==> config.mk <==
export PLATFORM = sky130hd
export DESIGN_NAME = integer_field_formatter
export DESIGN_NICKNAME = d
export VERILOG_FILES = /design/src/hw/rtl/iff_pkg.sv /design/src/hw/rtl/iff_ctrl.sv /design/src/hw/rtl/iff_datapath.sv /design/src/hw/rtl/integer_field_formatter.sv
export SDC_FILE = /design/constraint.sdc
export NUM_CORES = 1
export LEC_CHECK = 0
export BUFFER_PORTS_ARGS = -buffer_cell sky130_fd_sc_hd__buf_2
export CAP_MARGIN = 20
export CORE_MARGIN = 3
export CORE_UTILIZATION = 55
export DETAILED_ROUTE_END_ITERATION = 10
export PLACE_DENSITY = 0.76
export SLEW_MARGIN = 5
export SYNTH_ARGS = -nofsm -noshare
export SYNTH_HDL_FRONTEND = slang
export SYNTH_SLANG_ARGS = --single-unit
==> constraint.sdc <==
create_clock -name clk -period 7.2 [get_ports clk]
set_clock_uncertainty 0.1 [all_clocks]
set_input_delay 1.44 -clock clk [delete_from_list [all_inputs] [get_ports clk]]
set_output_delay 1.44 -clock clk [all_outputs]
set_load 0.05 [all_outputs]
==> src/hw/rtl/iff_pkg.sv <==
// Shared types, constants and helper functions of the integer field formatter.
package iff_pkg;

    // Default field limits, handed to the top level as parameter defaults.
    localparam int DEF_MAX_WIDTH     = 48;
    localparam int DEF_MAX_PRECISION = 40;

    // Stream widths.
    localparam int S_TDATA_W = 88;
    localparam int S_TUSER_W = 3;
    localparam int M_TDATA_W = 8;

    // Field counters hold up to 127, enough for any width or precision limit.
    localparam int CNT_W = 7;

    // Digit store: 22 digits cover 64-bit octal and 64-bit decimal.
    localparam int NUM_DIGITS = 22;
    localparam int DIG_CNT_W  = 5;
    localparam int DIG_W      = 4 * NUM_DIGITS;

    // Conversion codes.
    localparam logic [2:0] CMD_SDEC = 3'd0;
    localparam logic [2:0] CMD_UDEC = 3'd1;
    localparam logic [2:0] CMD_OCT  = 3'd2;
    localparam logic [2:0] CMD_HEXL = 3'd3;
    localparam logic [2:0] CMD_HEXU = 3'd4;

    // Argument size codes.
    localparam logic [1:0] SIZE_8  = 2'd0;
    localparam logic [1:0] SIZE_16 = 2'd1;
    localparam logic [1:0] SIZE_32 = 2'd2;
    localparam logic [1:0] SIZE_64 = 2'd3;

    // ASCII characters.
    localparam logic [7:0] CH_SPACE = 8'h20;
    localparam logic [7:0] CH_PLUS  = 8'h2B;
    localparam logic [7:0] CH_MINUS = 8'h2D;
    localparam logic [7:0] CH_ZERO  = 8'h30;
    localparam logic [7:0] CH_UA    = 8'h41;
    localparam logic [7:0] CH_LA    = 8'h61;
    localparam logic [7:0] CH_UX    = 8'h58;
    localparam logic [7:0] CH_LX    = 8'h78;

    // Commands from the controller to the datapath.
    typedef struct packed {
        logic load;
        logic prep;
        logic conv;
        logic norm;
        logic layout;
        logic emit;
    } iff_cmd_t;

    // Status from the datapath to the controller.
    typedef struct packed {
        logic bad_cmd;
        logic is_dec;
        logic conv_last;
        logic norm_done;
        logic rem_zero;
    } iff_status_t;

    // ASCII for one digit value, upper or lower case letters above nine.
    function automatic logic [7:0] digit_char(input logic [3:0] d, input logic upper);
        logic [7:0] c;
        begin
            if (d < 4'd10)
            begin
                c = CH_ZERO + {4'd0, d};
            end
            else if (upper)
            begin
                c = CH_UA + {4'd0, d} - 8'd10;
            end
            else
            begin
                c = CH_LA + {4'd0, d} - 8'd10;
            end
            return c;
        end
    endfunction

endpackage

==> src/hw/rtl/iff_ctrl.sv <==
// Controller state machine of the integer field formatter.
module iff_ctrl
(
    input  logic                 clk,
    input  logic                 rst_n,
    input  logic                 in_valid,
    output logic                 in_ready,
    output logic                 out_valid,
    input  logic                 out_ready,
    input  iff_pkg::iff_status_t status,
    output iff_pkg::iff_cmd_t    cmd
);
    import iff_pkg::*;

    localparam logic [2:0] ST_IDLE   = 3'd0;
    localparam logic [2:0] ST_PREP   = 3'd1;
    localparam logic [2:0] ST_CONV   = 3'd2;
    localparam logic [2:0] ST_NORM   = 3'd3;
    localparam logic [2:0] ST_LAYOUT = 3'd4;
    localparam logic [2:0] ST_EMIT   = 3'd5;

    logic [2:0] state_reg;
    logic [2:0] state_next;
    logic       valid_reg;
    logic       valid_next;
    logic       fire;

    assign in_ready  = (state_reg == ST_IDLE);
    assign out_valid = valid_reg;
    // The output register can take a new character when it is empty or being drained.
    assign fire      = !valid_reg || out_ready;

    always_comb
    begin
        state_next = state_reg;
        valid_next = valid_reg;
        cmd        = '0;
        unique case (state_reg)
            ST_IDLE:
            begin
                if (in_valid)
                begin
                    cmd.load   = 1'b1;
                    state_next = ST_PREP;
                end
            end
            ST_PREP:
            begin
                if (status.bad_cmd)
                begin
                    state_next = ST_IDLE;
                end
                else
                begin
                    cmd.prep   = 1'b1;
                    state_next = status.is_dec ? ST_CONV : ST_NORM;
                end
            end
            ST_CONV:
            begin
                cmd.conv = 1'b1;
                if (status.conv_last)
                begin
                    state_next = ST_NORM;
                end
            end
            ST_NORM:
            begin
                if (status.norm_done)
                begin
                    state_next = ST_LAYOUT;
                end
                else
                begin
                    cmd.norm = 1'b1;
                end
            end
            ST_LAYOUT:
            begin
                cmd.layout = 1'b1;
                state_next = ST_EMIT;
            end
            ST_EMIT:
            begin
                if (fire)
                begin
                    if (status.rem_zero)
                    begin
                        valid_next = 1'b0;
                        state_next = ST_IDLE;
                    end
                    else
                    begin
                        cmd.emit   = 1'b1;
                        valid_next = 1'b1;
                    end
                end
            end
            default:
            begin
                state_next = ST_IDLE;
                valid_next = 1'b0;
            end
        endcase
    end

    always_ff @(posedge clk or negedge rst_n)
    begin
        if (!rst_n)
        begin
            state_reg <= ST_IDLE;
            valid_reg <= 1'b0;
        end
        else
        begin
            state_reg <= state_next;
            valid_reg <= valid_next;
        end
    end

endmodule

==> src/hw/rtl/iff_datapath.sv <==
// Datapath of the integer field formatter: digit conversion, layout and character output.
module iff_datapath
#(
    parameter int MAX_WIDTH     = iff_pkg::DEF_MAX_WIDTH,
    parameter int MAX_PRECISION = iff_pkg::DEF_MAX_PRECISION
)
(
    input  logic                  clk,
    input  logic                  rst_n,
    input  iff_pkg::iff_cmd_t     cmd,
    output iff_pkg::iff_status_t  status,
    input  logic [2:0]            in_cmd,
    input  logic [63:0]           in_value,
    input  logic [1:0]            in_size,
    input  logic                  in_left,
    input  logic                  in_plus,
    input  logic                  in_zpad,
    input  logic                  in_space,
    input  logic                  in_alt,
    input  logic [5:0]            in_width,
    input  logic                  in_hasp,
    input  logic [5:0]            in_prec,
    output logic [7:0]            ch,
    output logic                  last_char
);
    import iff_pkg::*;

    localparam logic [CNT_W-1:0] WIDTH_LIM = CNT_W'(MAX_WIDTH);
    localparam logic [CNT_W-1:0] PREC_LIM  = CNT_W'(MAX_PRECISION);

    // Item registers.
    logic [2:0]           conv_reg, conv_next;
    logic [63:0]          val_reg, val_next;
    logic [1:0]           size_reg, size_next;
    logic                 left_reg, left_next;
    logic                 plus_reg, plus_next;
    logic                 zpad_reg, zpad_next;
    logic                 space_reg, space_next;
    logic                 alt_reg, alt_next;
    logic                 hasp_reg, hasp_next;
    logic [CNT_W-1:0]     width_reg, width_next;
    logic [CNT_W-1:0]     prec_reg, prec_next;
    // Conversion registers.
    logic                 neg_reg, neg_next;
    logic                 mzero_reg, mzero_next;
    logic [DIG_W-1:0]     dig_reg, dig_next;
    logic [DIG_CNT_W-1:0] len_reg, len_next;
    logic [CNT_W-1:0]     bit_cnt_reg, bit_cnt_next;
    // Layout counters.
    logic [CNT_W-1:0]     lead_reg, lead_next;
    logic [15:0]          pfx_reg, pfx_next;
    logic [1:0]           plen_reg, plen_next;
    logic [CNT_W-1:0]     zeros_reg, zeros_next;
    logic [DIG_CNT_W-1:0] dcnt_reg, dcnt_next;
    logic [CNT_W-1:0]     trail_reg, trail_next;
    logic [CNT_W-1:0]     rem_reg, rem_next;
    // Output register.
    logic [7:0]           ch_reg, ch_next;
    logic                 last_reg, last_next;

    // Combinational helpers.
    logic [63:0]          mask;
    logic                 sign_bit;
    logic                 neg_w;
    logic [63:0]          mag;
    logic [DIG_W-1:0]     oct_dig;
    logic [DIG_W-1:0]     hex_dig;
    logic [DIG_W-1:0]     bcd_fix;
    logic [DIG_W+63:0]    bcd_shift;
    logic [6:0]           w_in, p_in;
    logic [DIG_CNT_W-1:0] eff_len;
    logic [CNT_W-1:0]     len_ext, plen_ext, zeros_w, used, blanks;
    logic [1:0]           plen_w;
    logic [15:0]          pfx_w;
    logic                 zpad_eff;
    logic                 is_oct, is_hex, upper;

    assign is_oct = (conv_reg == CMD_OCT);
    assign is_hex = (conv_reg == CMD_HEXL) || (conv_reg == CMD_HEXU);
    assign upper  = (conv_reg == CMD_HEXU);

    assign status.bad_cmd   = (conv_reg > CMD_HEXU);
    assign status.is_dec    = (conv_reg == CMD_SDEC) || (conv_reg == CMD_UDEC);
    assign status.conv_last = (bit_cnt_reg == CNT_W'(1));
    assign status.norm_done = !((len_reg > DIG_CNT_W'(1)) && (dig_reg[DIG_W-1 -: 4] == 4'd0));
    assign status.rem_zero  = (rem_reg == '0);

    assign ch        = ch_reg;
    assign last_char = last_reg;

    // Argument size decoding.
    always_comb
    begin
        unique case (size_reg)
            SIZE_8:
            begin
                mask     = 64'h0000_0000_0000_00FF;
                sign_bit = val_reg[7];
            end
            SIZE_16:
            begin
                mask     = 64'h0000_0000_0000_FFFF;
                sign_bit = val_reg[15];
            end
            SIZE_32:
            begin
                mask     = 64'h0000_0000_FFFF_FFFF;
                sign_bit = val_reg[31];
            end
            default:
            begin
                mask     = 64'hFFFF_FFFF_FFFF_FFFF;
                sign_bit = val_reg[63];
            end
        endcase
        neg_w = (conv_reg == CMD_SDEC) && sign_bit;
        mag   = neg_w ? ((~val_reg + 64'd1) & mask) : (val_reg & mask);
    end

    // Octal and hex digits come straight from the magnitude bits.
    always_comb
    begin
        oct_dig = '0;
        hex_dig = '0;
        for (int k = 0; k < 21; k++)
        begin
            oct_dig[4*k +: 4] = {1'b0, mag[3*k +: 3]};
        end
        oct_dig[4*21 +: 4] = {3'b000, mag[63]};
        for (int k = 0; k < 16; k++)
        begin
            hex_dig[4*k +: 4] = mag[4*k +: 4];
        end
    end

    // One double-dabble step: correct every BCD digit, then shift in the next bit.
    always_comb
    begin
        for (int k = 0; k < NUM_DIGITS; k++)
        begin
            if (dig_reg[4*k +: 4] >= 4'd5)
            begin
                bcd_fix[4*k +: 4] = dig_reg[4*k +: 4] + 4'd3;
            end
            else
            begin
                bcd_fix[4*k +: 4] = dig_reg[4*k +: 4];
            end
        end
        bcd_shift = {bcd_fix, val_reg} << 1;
    end

    // Field layout from the digit count, prefix and flags.
    always_comb
    begin
        eff_len = (mzero_reg && hasp_reg && (prec_reg == '0)) ? '0 : len_reg;
        len_ext = CNT_W'(eff_len);
        plen_w  = 2'd0;
        pfx_w   = '0;
        if (conv_reg == CMD_SDEC)
        begin
            if (neg_reg)
            begin
                plen_w = 2'd1;
                pfx_w  = {CH_MINUS, 8'h00};
            end
            else if (plus_reg)
            begin
                plen_w = 2'd1;
                pfx_w  = {CH_PLUS, 8'h00};
            end
            else if (space_reg)
            begin
                plen_w = 2'd1;
                pfx_w  = {CH_SPACE, 8'h00};
            end
        end
        else if (alt_reg && is_oct)
        begin
            if ((eff_len == '0) || !mzero_reg)
            begin
                plen_w = 2'd1;
                pfx_w  = {CH_ZERO, 8'h00};
            end
        end
        else if (alt_reg && is_hex && !mzero_reg)
        begin
            plen_w = 2'd2;
            pfx_w  = {CH_ZERO, upper ? CH_UX : CH_LX};
        end
        plen_ext = CNT_W'(plen_w);
        // The leading octal zero counts toward the precision.
        if (hasp_reg && (prec_reg > len_ext))
        begin
            zeros_w = prec_reg - len_ext - ((is_oct && (plen_w == 2'd1)) ? CNT_W'(1) : '0);
        end
        else
        begin
            zeros_w = '0;
        end
        used     = len_ext + plen_ext + zeros_w;
        blanks   = (width_reg > used) ? (width_reg - used) : '0;
        zpad_eff = zpad_reg && !left_reg && !hasp_reg;
    end

    always_comb
    begin
        conv_next    = conv_reg;
        val_next     = val_reg;
        size_next    = size_reg;
        left_next    = left_reg;
        plus_next    = plus_reg;
        zpad_next    = zpad_reg;
        space_next   = space_reg;
        alt_next     = alt_reg;
        hasp_next    = hasp_reg;
        width_next   = width_reg;
        prec_next    = prec_reg;
        neg_next     = neg_reg;
        mzero_next   = mzero_reg;
        dig_next     = dig_reg;
        len_next     = len_reg;
        bit_cnt_next = bit_cnt_reg;
        lead_next    = lead_reg;
        pfx_next     = pfx_reg;
        plen_next    = plen_reg;
        zeros_next   = zeros_reg;
        dcnt_next    = dcnt_reg;
        trail_next   = trail_reg;
        rem_next     = rem_reg;
        ch_next      = ch_reg;
        last_next    = last_reg;
        w_in         = {1'b0, in_width};
        p_in         = {1'b0, in_prec};

        if (cmd.load)
        begin
            conv_next  = in_cmd;
            val_next   = in_value;
            size_next  = in_size;
            left_next  = in_left;
            plus_next  = in_plus;
            zpad_next  = in_zpad;
            space_next = in_space;
            alt_next   = in_alt;
            hasp_next  = in_hasp;
            width_next = (CNT_W'(w_in) > WIDTH_LIM) ? WIDTH_LIM : CNT_W'(w_in);
            prec_next  = (CNT_W'(p_in) > PREC_LIM) ? PREC_LIM : CNT_W'(p_in);
        end

        if (cmd.prep)
        begin
            neg_next   = neg_w;
            mzero_next = ((val_reg & mask) == 64'd0);
            len_next   = DIG_CNT_W'(NUM_DIGITS);
            if (is_oct)
            begin
                dig_next = oct_dig;
            end
            else if (is_hex)
            begin
                dig_next = hex_dig;
            end
            else
            begin
                // Decimal: top-align the magnitude for the bit-serial BCD conversion.
                dig_next = '0;
                unique case (size_reg)
                    SIZE_8:
                    begin
                        val_next     = mag << 56;
                        bit_cnt_next = CNT_W'(8);
                    end
                    SIZE_16:
                    begin
                        val_next     = mag << 48;
                        bit_cnt_next = CNT_W'(16);
                    end
                    SIZE_32:
                    begin
                        val_next     = mag << 32;
                        bit_cnt_next = CNT_W'(32);
                    end
                    default:
                    begin
                        val_next     = mag;
                        bit_cnt_next = CNT_W'(64);
                    end
                endcase
            end
        end

        if (cmd.conv)
        begin
            dig_next     = bcd_shift[DIG_W+63 -: DIG_W];
            val_next     = bcd_shift[63:0];
            bit_cnt_next = bit_cnt_reg - CNT_W'(1);
        end

        if (cmd.norm)
        begin
            dig_next = dig_reg << 4;
            len_next = len_reg - DIG_CNT_W'(1);
        end

        if (cmd.layout)
        begin
            pfx_next   = pfx_w;
            plen_next  = plen_w;
            dcnt_next  = eff_len;
            rem_next   = used + blanks;
            if (zpad_eff)
            begin
                zeros_next = zeros_w + blanks;
                lead_next  = '0;
                trail_next = '0;
            end
            else
            begin
                zeros_next = zeros_w;
                lead_next  = left_reg ? '0 : blanks;
                trail_next = left_reg ? blanks : '0;
            end
        end

        if (cmd.emit)
        begin
            rem_next  = rem_reg - CNT_W'(1);
            last_next = (rem_reg == CNT_W'(1));
            priority if (lead_reg != '0)
            begin
                ch_next   = CH_SPACE;
                lead_next = lead_reg - CNT_W'(1);
            end
            else if (plen_reg != 2'd0)
            begin
                ch_next   = pfx_reg[15:8];
                pfx_next  = pfx_reg << 8;
                plen_next = plen_reg - 2'd1;
            end
            else if (zeros_reg != '0)
            begin
                ch_next    = CH_ZERO;
                zeros_next = zeros_reg - CNT_W'(1);
            end
            else if (dcnt_reg != '0)
            begin
                ch_next   = digit_char(dig_reg[DIG_W-1 -: 4], upper);
                dig_next  = dig_reg << 4;
                dcnt_next = dcnt_reg - DIG_CNT_W'(1);
            end
            else
            begin
                ch_next    = CH_SPACE;
                trail_next = trail_reg - CNT_W'(1);
            end
        end
    end

    // Control counters are reset; payload registers are not.
    always_ff @(posedge clk or negedge rst_n)
    begin
        if (!rst_n)
        begin
            conv_reg    <= CMD_SDEC;
            rem_reg     <= '0;
            bit_cnt_reg <= '0;
            len_reg     <= '0;
            lead_reg    <= '0;
            plen_reg    <= '0;
            zeros_reg   <= '0;
            dcnt_reg    <= '0;
            trail_reg   <= '0;
        end
        else
        begin
            conv_reg    <= conv_next;
            rem_reg     <= rem_next;
            bit_cnt_reg <= bit_cnt_next;
            len_reg     <= len_next;
            lead_reg    <= lead_next;
            plen_reg    <= plen_next;
            zeros_reg   <= zeros_next;
            dcnt_reg    <= dcnt_next;
            trail_reg   <= trail_next;
        end
    end

    always_ff @(posedge clk)
    begin
        val_reg   <= val_next;
        size_reg  <= size_next;
        left_reg  <= left_next;
        plus_reg  <= plus_next;
        zpad_reg  <= zpad_next;
        space_reg <= space_next;
        alt_reg   <= alt_next;
        hasp_reg  <= hasp_next;
        width_reg <= width_next;
        prec_reg  <= prec_next;
        neg_reg   <= neg_next;
        mzero_reg <= mzero_next;
        dig_reg   <= dig_next;
        pfx_reg   <= pfx_next;
        ch_reg    <= ch_next;
        last_reg  <= last_next;
    end

endmodule

==> src/hw/rtl/integer_field_formatter.sv <==
// Integer field formatter top level. An item passes through setup, bit-serial conversion
// for a decimal argument, leading-zero stripping and layout before the first character,
// then one character per cycle while the output takes them.
// Throughput: one item at a time, the next taken once the last character has been transferred.
// Reset: rst_n clears the controller to idle with no output pending.
module integer_field_formatter
#(
    parameter int MAX_WIDTH     = iff_pkg::DEF_MAX_WIDTH,
    parameter int MAX_PRECISION = iff_pkg::DEF_MAX_PRECISION
)
(
    input  logic                          clk,
    input  logic                          rst_n,
    // Input stream: one conversion request per transfer.
    input  logic                          s_tvalid,
    output logic                          s_tready,
    // s_tdata fields from bit 0 up: value[63:0], size_code[65:64], left_just[66],
    // force_sign[67], zero_pad[68], space_sign[69], alternate[70], field_width[76:71],
    // has_precision[77], min_digits[83:78], unused[87:84].
    input  logic [iff_pkg::S_TDATA_W-1:0] s_tdata,
    // s_tuser fields from bit 0 up: cmd[2:0].
    input  logic [iff_pkg::S_TUSER_W-1:0] s_tuser,
    // Output stream: one character per transfer, tlast on the final one of the field.
    output logic                          m_tvalid,
    input  logic                          m_tready,
    // m_tdata fields from bit 0 up: ch[7:0].
    output logic [iff_pkg::M_TDATA_W-1:0] m_tdata,
    output logic                          m_tlast
);
    import iff_pkg::*;

    iff_cmd_t    dp_cmd;
    iff_status_t dp_status;

    // The controller sequences setup, conversion, stripping, layout and output.
    iff_ctrl u_ctrl
    (
        .clk       (clk),
        .rst_n     (rst_n),
        .in_valid  (s_tvalid),
        .in_ready  (s_tready),
        .out_valid (m_tvalid),
        .out_ready (m_tready),
        .status    (dp_status),
        .cmd       (dp_cmd)
    );

    // The datapath holds the item, the digit store, the layout counters and the
    // output character register, which stays stable while a transfer is stalled.
    iff_datapath
    #(
        .MAX_WIDTH     (MAX_WIDTH),
        .MAX_PRECISION (MAX_PRECISION)
    )
    u_datapath
    (
        .clk       (clk),
        .rst_n     (rst_n),
        .cmd       (dp_cmd),
        .status    (dp_status),
        .in_cmd    (s_tuser),
        .in_value  (s_tdata[63:0]),
        .in_size   (s_tdata[65:64]),
        .in_left   (s_tdata[66]),
        .in_plus   (s_tdata[67]),
        .in_zpad   (s_tdata[68]),
        .in_space  (s_tdata[69]),
        .in_alt    (s_tdata[70]),
        .in_width  (s_tdata[76:71]),
        .in_hasp   (s_tdata[77]),
        .in_prec   (s_tdata[83:78]),
        .ch        (m_tdata),
        .last_char (m_tlast)
    );

endmodule
* Word-level counts from Yosys, hierarchy flattened *
Cells that the tools add are included.
Widths: inputs -> output; s select.

operators by class
  add/subtract/negate cells = 42
  magnitude comparators = 29
  equal/unequal tests = 21
  muxes and demuxes = 120
  bitwise logic cells = 4
  reduce and logical (&&, ||, !) cells = 38

operator list
  cell                   count
  $mux 88                9
  $mux 64                7
  $pmux 64 s3            2
  $mux 7                 19
  $and 64x64->64         2
  $mux 16                8
  $ge 4x3->1 const B     22
  $add 4x2->4 const B    21
  $mux 4                 21
  $add 64x1->64 const B  1
  $logic_not 64->1       1
  $not 64->64            1
  $mux 5                 9
  $mux 14                3
  $mux 8                 5
  $sub 7x1->7 const B    4
  $add 7x7->7            3
  $mux 3                 7
  $pmux 7 s3             1
  $mux 2                 9
  $pmux 3 s6             1
  $add 7x4->8 const A    2
  $mux 1                 16
  $sub 8x4->8 const B    2
  40 further kinds       78

word-level totals
  flip-flop bits (word level) = 248
  input bits = 95
  output and inout port bits = 11
  word-level logic and storage cells = 283

* Depth between registers and ports, before layout *
  depth in word-level cells = 23
  depth in mapped cells = 33
  gate-level depth less buffers = 32

* Hierarchy *
From an unflattened synthesis, not the netlist that was laid out.

second synthesis, totals
  cells, all modules = 2288
  area total of the unflattened synthesis = 17964.7 um^2

by module, submodules not included
  module        times used  cells each  area each (um^2)  seq. area each (um^2)
  iff_datapath  1           2252        17636.9           5370.2
  iff_ctrl      1           36          327.8             100.1

* Worst setup path after synthesis *
Ideal clock, no wire load.

  kind = register to register
  start = register u_datapath.prec_reg[2]
  end = register u_datapath.zeros_reg[6]
  setup time = 0.086 ns
  arrival time = 6.748 ns
  required time = 7.014 ns
  slack = 0.266 ns
  cell stages (with the launch flop) = 31
  buffers on the path = 1
  period minus slack after synthesis = 6.934 ns
  path through = edfxtp_1 nor4_1 nand4_1 nand2_1 inv_1 ha_1 and4b_1 a31oi_1 a21boi_1 a21boi_0 ha_1 xor2_1 inv_1 ha_1 nand2_1 o21ai_0 a21o_1 a21o_1 a21oi_1 or3b_2 clkbuf_1 nor2_1 ha_1 inv_1 fa_1 nand2b_1 a21oi_1 o21a_1 nor2_1 or4_1 a32oi_1

between the ends
  longest elaborated chain between the ends = 23
  elaborated cells between the ends (all ways) = 28
  classes of those cells = add/sub (6); order compare (2); eq/ne (1); mux (13); reduce/logical (6)

RTL lines
  what                                line                 RTL
  start: declaration                  iff_datapath.sv:42   logic [CNT_W-1:0] prec_reg, prec_next;
  start signal: assignment            iff_datapath.sv:400  prec_reg <= prec_next;
  $logic_not 7->1                     iff_datapath.sv:156  eff_len = (mzero_reg && hasp_reg && (prec_reg == '0)) ? '0 : len_reg;
  $logic_and 1x1->1                   iff_datapath.sv:156
  $mux 5                              iff_datapath.sv:156
  $logic_not 5->1                     iff_datapath.sv:180  if ((eff_len == '0) || !mzero_reg)
  $logic_or 1x1->1                    iff_datapath.sv:180
  $mux 1                              iff_datapath.sv:180
  $mux 2                              iff_datapath.sv:178  else if (alt_reg && is_oct)
  $mux 2                              iff_datapath.sv:160  if (conv_reg == CMD_SDEC)
  [8 not listed]                      -
  $add 7x7->7                         iff_datapath.sv:314  zeros_next = zeros_w + blanks;
  $mux 7 (*)                          iff_datapath.sv:312  if (zpad_eff)
  $mux 7 (*)                          iff_datapath.sv:306  if (cmd.layout)
  $mux 7                              iff_datapath.sv:341  else if (zeros_reg != '0)
  $mux 7                              iff_datapath.sv:335  else if (plen_reg != 2'd0)
  $mux 7                              iff_datapath.sv:330  priority if (lead_reg != '0)
  $mux 7 (*)                          iff_datapath.sv:326  if (cmd.emit)
  named net u_datapath.zeros_next[6]  iff_datapath.sv:53   logic [CNT_W-1:0] zeros_reg, zeros_next;
  end signal: assignment              iff_datapath.sv:383  zeros_reg <= zeros_next;
  end: declaration                    iff_datapath.sv:53

Mark *: on every way through the listed nets, which the timed path passes. The rest lies on a longest branch.
A chain may end at the register's enable or synchronous reset.

* Final worst setup path *
  start = register u_datapath.prec_reg[4]
  end = register u_datapath.zeros_reg[6]

Same word-level chain as after synthesis.

==> tab_implementation.tex <==
\begin{tabular}{lr}
\hline
Metric & Value \\
\hline
\multicolumn{2}{l}{\textbf{Clock network}} \\
\quad Post-CTS Hold Fix Bufs & 0 \\
\quad Number of CTS-inserted buffers & 28 \\
\quad Max H-tree Level & 1 \\
\quad Clock tree from TritonCTS & done \\
\quad Clock slew seen by the registers of the worst setup and hold paths & 0.06 ns \\
\quad Clock insertion delay at the later pin of the skew report & around 0.56 ns \\
\quad Sinks on the clock net & $\sim$250 \\
\quad Largest buffer count on any clock path & 3 \\
\quad Root buffer selected by CTS & clkbuf\_16 \\
\multicolumn{2}{l}{\textbf{Power and ir drop}} \\
\quad Total power after layout & 10.8 mW \\
\quad P per Cell Area & 559 nW/um\^{}2 \\
\quad Cell leakage power & $\sim$7.6 nW \\
\quad Worst IR Drop VDD & 0.333 mV \\
\multicolumn{2}{l}{\textbf{Floorplan}} \\
\quad Starting utilization of the core area & 0.564 \\
\quad Placement row count & 64 \\
\quad Width of the die & 184 um \\
\quad Top-Level Pins & $\sim$110 \\
\quad Area of the core & 31000 sq um \\
\quad Die extent in y & 184 um \\
\quad Overall die area & 33900 sq um \\
\multicolumn{2}{l}{\textbf{Placed design}} \\
\quad Half-perimeter wire length of the detailed placement result & 42000 um \\
\quad Placed cell count & 2623 \\
\quad Cell area reported after detailed placement & roughly 18000 sq um \\
\quad Final RePlAce weighted congestion & between 1 and 1.5 \\
\quad Number of I/O port buffers & just over 100 \\
\quad Pre-CTS WS & -0.103 ns \\
\multicolumn{2}{l}{\textbf{Worst setup path}} \\
\quad Cell depth of the worst flop-to-flop path & 33 \\
\quad Highest cell delay on the worst timing path & 0.48 ns \\
\quad Critical Path RT & between 7 and 8 ns \\
\quad Critical Path Slowest Stage Cell & or4\_1 \\
\quad Worst setup path end & u\_datapath.zeros\_reg[6] \\
\quad Data arrival at the endpoint of the critical path & 7.24 ns \\
\quad Library cell appearing most often on the critical path & ha\_1 \\
\quad Worst setup path category & reg2reg \\
\quad Crit start category & flip-flop \\
\quad Buffers and inverters on the worst path & 6 \\
\quad Setup crit start & u\_datapath.prec\_reg[4] \\
\quad Worst flop-to-flop path endpoint & u\_datapath.zeros\_reg[6] \\
\quad Kind of capture point of the worst setup path & flip-flop \\
\quad Worst R2R Start & u\_datapath.prec\_reg[4] \\
\quad Stages on worst setup path & 33 \\
\quad Biggest fanout along the worst timing path & 7 \\
\quad CP delay by family, top & simple AND/OR/NAND/NOR gates \\
\quad Flop2flop setup slack & 0.31 ns \\
\multicolumn{2}{l}{\textbf{Cells and area}} \\
\quad Most frequent standard cell in the layout excluding fill and tap cells & nand2\_1 \\
\quad FF/Latch Area & about 5500 sq um \\
\quad Cell Count, Final, Fillers Out & approximately 2700 \\
\quad Leading cell types in the layout, fill and taps excluded & nand2\_1 (255), a21oi\_1 (205), o21ai\_0 (187), nor2\_1 (169), dfxtp\_1 (168) \\
\quad Area Overhead vs Synth & 10.5\% \\
\quad Multi-input gate area in the final layout & 11100 sq um \\
\quad \# fillers & roughly 2800 \\
\quad Post-route design area & 19300 sq um \\
\quad Share of final-layout standard cells stronger than drive strength 1 & 0.111 \\
\quad Layout Nets & 2458 \\
\quad Largest register FFs & 88 \\
\multicolumn{2}{l}{\textbf{Synth}} \\
\quad Synth warnings & 0 \\
\quad Gate count of the mapped netlist & 2230 \\
\quad Netlist cell types & 88 \\
\quad Avg Cell Area, Syn & 7.84 sq um \\
\quad Leading area contributor after synthesis & dfxtp\_1 \\
\quad Most instantiated flip-flop cell in the synthesis netlist & dfxtp\_1 \\
\quad Leading cell types by total area after synthesis & dfxtp\_1 (19\%), dfrtp\_1 (6.7\%), ha\_1 (6.7\%) \\
\quad Cell area after technology mapping & 17500 sq um \\
\quad Sequential-to-total area share from yosys stat & 0.313 \\
\quad Total of flip-flops plus latches after synthesis & 246 \\
\quad Share of the synthesized area in the top cell type & 0.192 \\
\quad Net Count, Synth & 2425 \\
\quad EDFF count, synth & 31 \\
\quad Fraction of synthesis flops using an asynchronous set or reset pin & 0.191 \\
\multicolumn{2}{l}{\textbf{Timing}} \\
\quad Least-Margin Pin Slew & 1.16 ns \\
\quad Setup slack of the critical path after layout & 0.309 ns \\
\quad Number of setup violations in the final report & 0 \\
\quad Max\_slew headroom & 0.224 \\
\quad Upper clock frequency limit & roughly 150 MHz \\
\quad Period utilization & 0.957 \\
\quad Hold WS & 0.343 ns \\
\quad Number of hold violations in the final report & 0 \\
\quad Min cycle time layout & 6.89 ns \\
\quad Final max-slew violation count & 0 \\
\multicolumn{2}{l}{\textbf{Routing}} \\
\quad Total number of vias & 17833 \\
\quad Residual DRC & 0 \\
\quad Routed length per instance & 22.1 um \\
\quad Aggregate routed wire length & 59400 um \\
\quad Detailed-route vias per instance & 6.65 \\
\quad Initial DRC count & 2293 \\
\quad Number of optimization iterations in the first detailed-route pass & 6 \\
\quad Antenna viol nets, final & 0 \\
\multicolumn{2}{l}{\textbf{Hold path}} \\
\quad Class of the worst hold path & reg2reg \\
\multicolumn{2}{l}{\textbf{Global route}} \\
\quad Largest net degree at the start of global routing & 87 \\
\quad Gr ovfl total & 0 \\
\quad Wire length of the first global-routing pass & around 91000 um \\
\quad Initial antenna violation count & 3 \\
\quad GR Util All Layers & 0.336 \\
\quad Via count of the first global-routing pass & 16483 \\
\multicolumn{2}{l}{\textbf{Outcome}} \\
\quad Result of the run & finished clean \\
\multicolumn{2}{l}{\textbf{Job}} \\
\quad Number of maximum-capacitance constraint violations & 0 \\
\hline
\end{tabular}
## logic make-up after synthesis
group / after synthesis / synth area share
XOR/XNOR: 123 / 0.0621
multiplexers: 16 / 0.00995
AND/OR/NAND/NOR: 732 / 0.201
AO/OA/AOI/OAI: 763 / 0.283
flip-flops: 246 / 0.313
buffers and inverters: 250 / 0.0565
adder cells (fa/ha/maj): 100 / 0.0746
## metrics by stage
stage | utilization | setup TNS, ns
detailed placement | 0.588 | -0.103
global placement | 0.587 | 0
floorplan | - | 0
global route | 0.623 | -0.0401
finish | 0.623 | 0
CTS | 0.620 | 0
## cells in the mapped netlist, types with 7 or more instances
cell type    n
nor3b_1     15
xor2_1      48
mux2i_1     14
buf_1       14
fa_1         7
o211ai_1    26
and2_1      21
o21a_1      18
edfxtp_1    31
nor3_1      61
dfrtp_1     47
nand2_1    258
or4_1       12
xnor2_1     74
nor4_1      12
ha_1        93
nor2b_1      8
and3_1      11
a211oi_1    26
or2_2        7
nor2_1     174
dfxtp_1    168
inv_1      104
o21ai_0    188
nand4_1      9
or3_1        9
o221ai_1    17
a31oi_1     52
o22ai_1     21
clkbuf_1   109
a221oi_1    34
buf_2       15
a21o_1      17
a21oi_1    208
o31ai_1     33
o311ai_0     8
a221o_1     14
nand2b_1    37
a32oi_1     14
nand3_1     64
## metal layers
metal,vias up,track usage,share of wire
li1,8218,-,-
met1,8387,0.464,0.41
met2,1037,0.516,0.43
met3,191,0.0592,0.11
met4,0,0.149,0.051
met5,-,0,0
## tightest hold or removal path: stages (launching register included)
cell,delay (ns)
dfxtp_1,0.30
nand2_1,0.05
nand2_1,0.04
## worst min path at each step
stage,startpoint,endpoint,slack (ns),depth (start not counted)
2_1_floorplan,u_datapath.pfx_reg[7],u_datapath.pfx_reg[15],0.31,2
3_3_place_gp,u_datapath.pfx_reg[7],u_datapath.pfx_reg[15],0.32,2
3_5_place_dp,u_datapath.pfx_reg[6],u_datapath.pfx_reg[14],0.34,2
4_1_cts,u_datapath.pfx_reg[6],u_datapath.pfx_reg[14],0.34,2
5_1_grt,u_datapath.pfx_reg[6],u_datapath.pfx_reg[14],0.36,2
6_report,u_datapath.pfx_reg[7],u_datapath.pfx_reg[15],0.34,2
## cell type report
type,count,area share
sequential,246,0.283
clock buffer,40,0.0424
tap,396,0.0257
clock inverter,12,0.00810
multi-input combinational,1734,0.576
antenna,1,0.000130
inverter,108,0.0211
timing repair buffer,145,0.0439
## timing repair
| item | CTS | global route |
|---|---|---|
| pin swaps | 1 | 4 |
| gates resized for setup | 3 | 17 |
| setup buffers | 1 | 5 |
| endpoints found under the setup margin | 1 | 7 |
## where the power goes
| part | total (mW) | internal, mW | switching, mW |
|---|---|---|---|
| Combinational | 6.50 | 2.45 | 4.04 |
| Sequential | 2.76 | 1.97 | 0.797 |
| Clock | 1.53 | 0.929 | 0.601 |
| Total | 10.8 | 5.35 | 5.44 |
(Power assumes the default switching activity.)
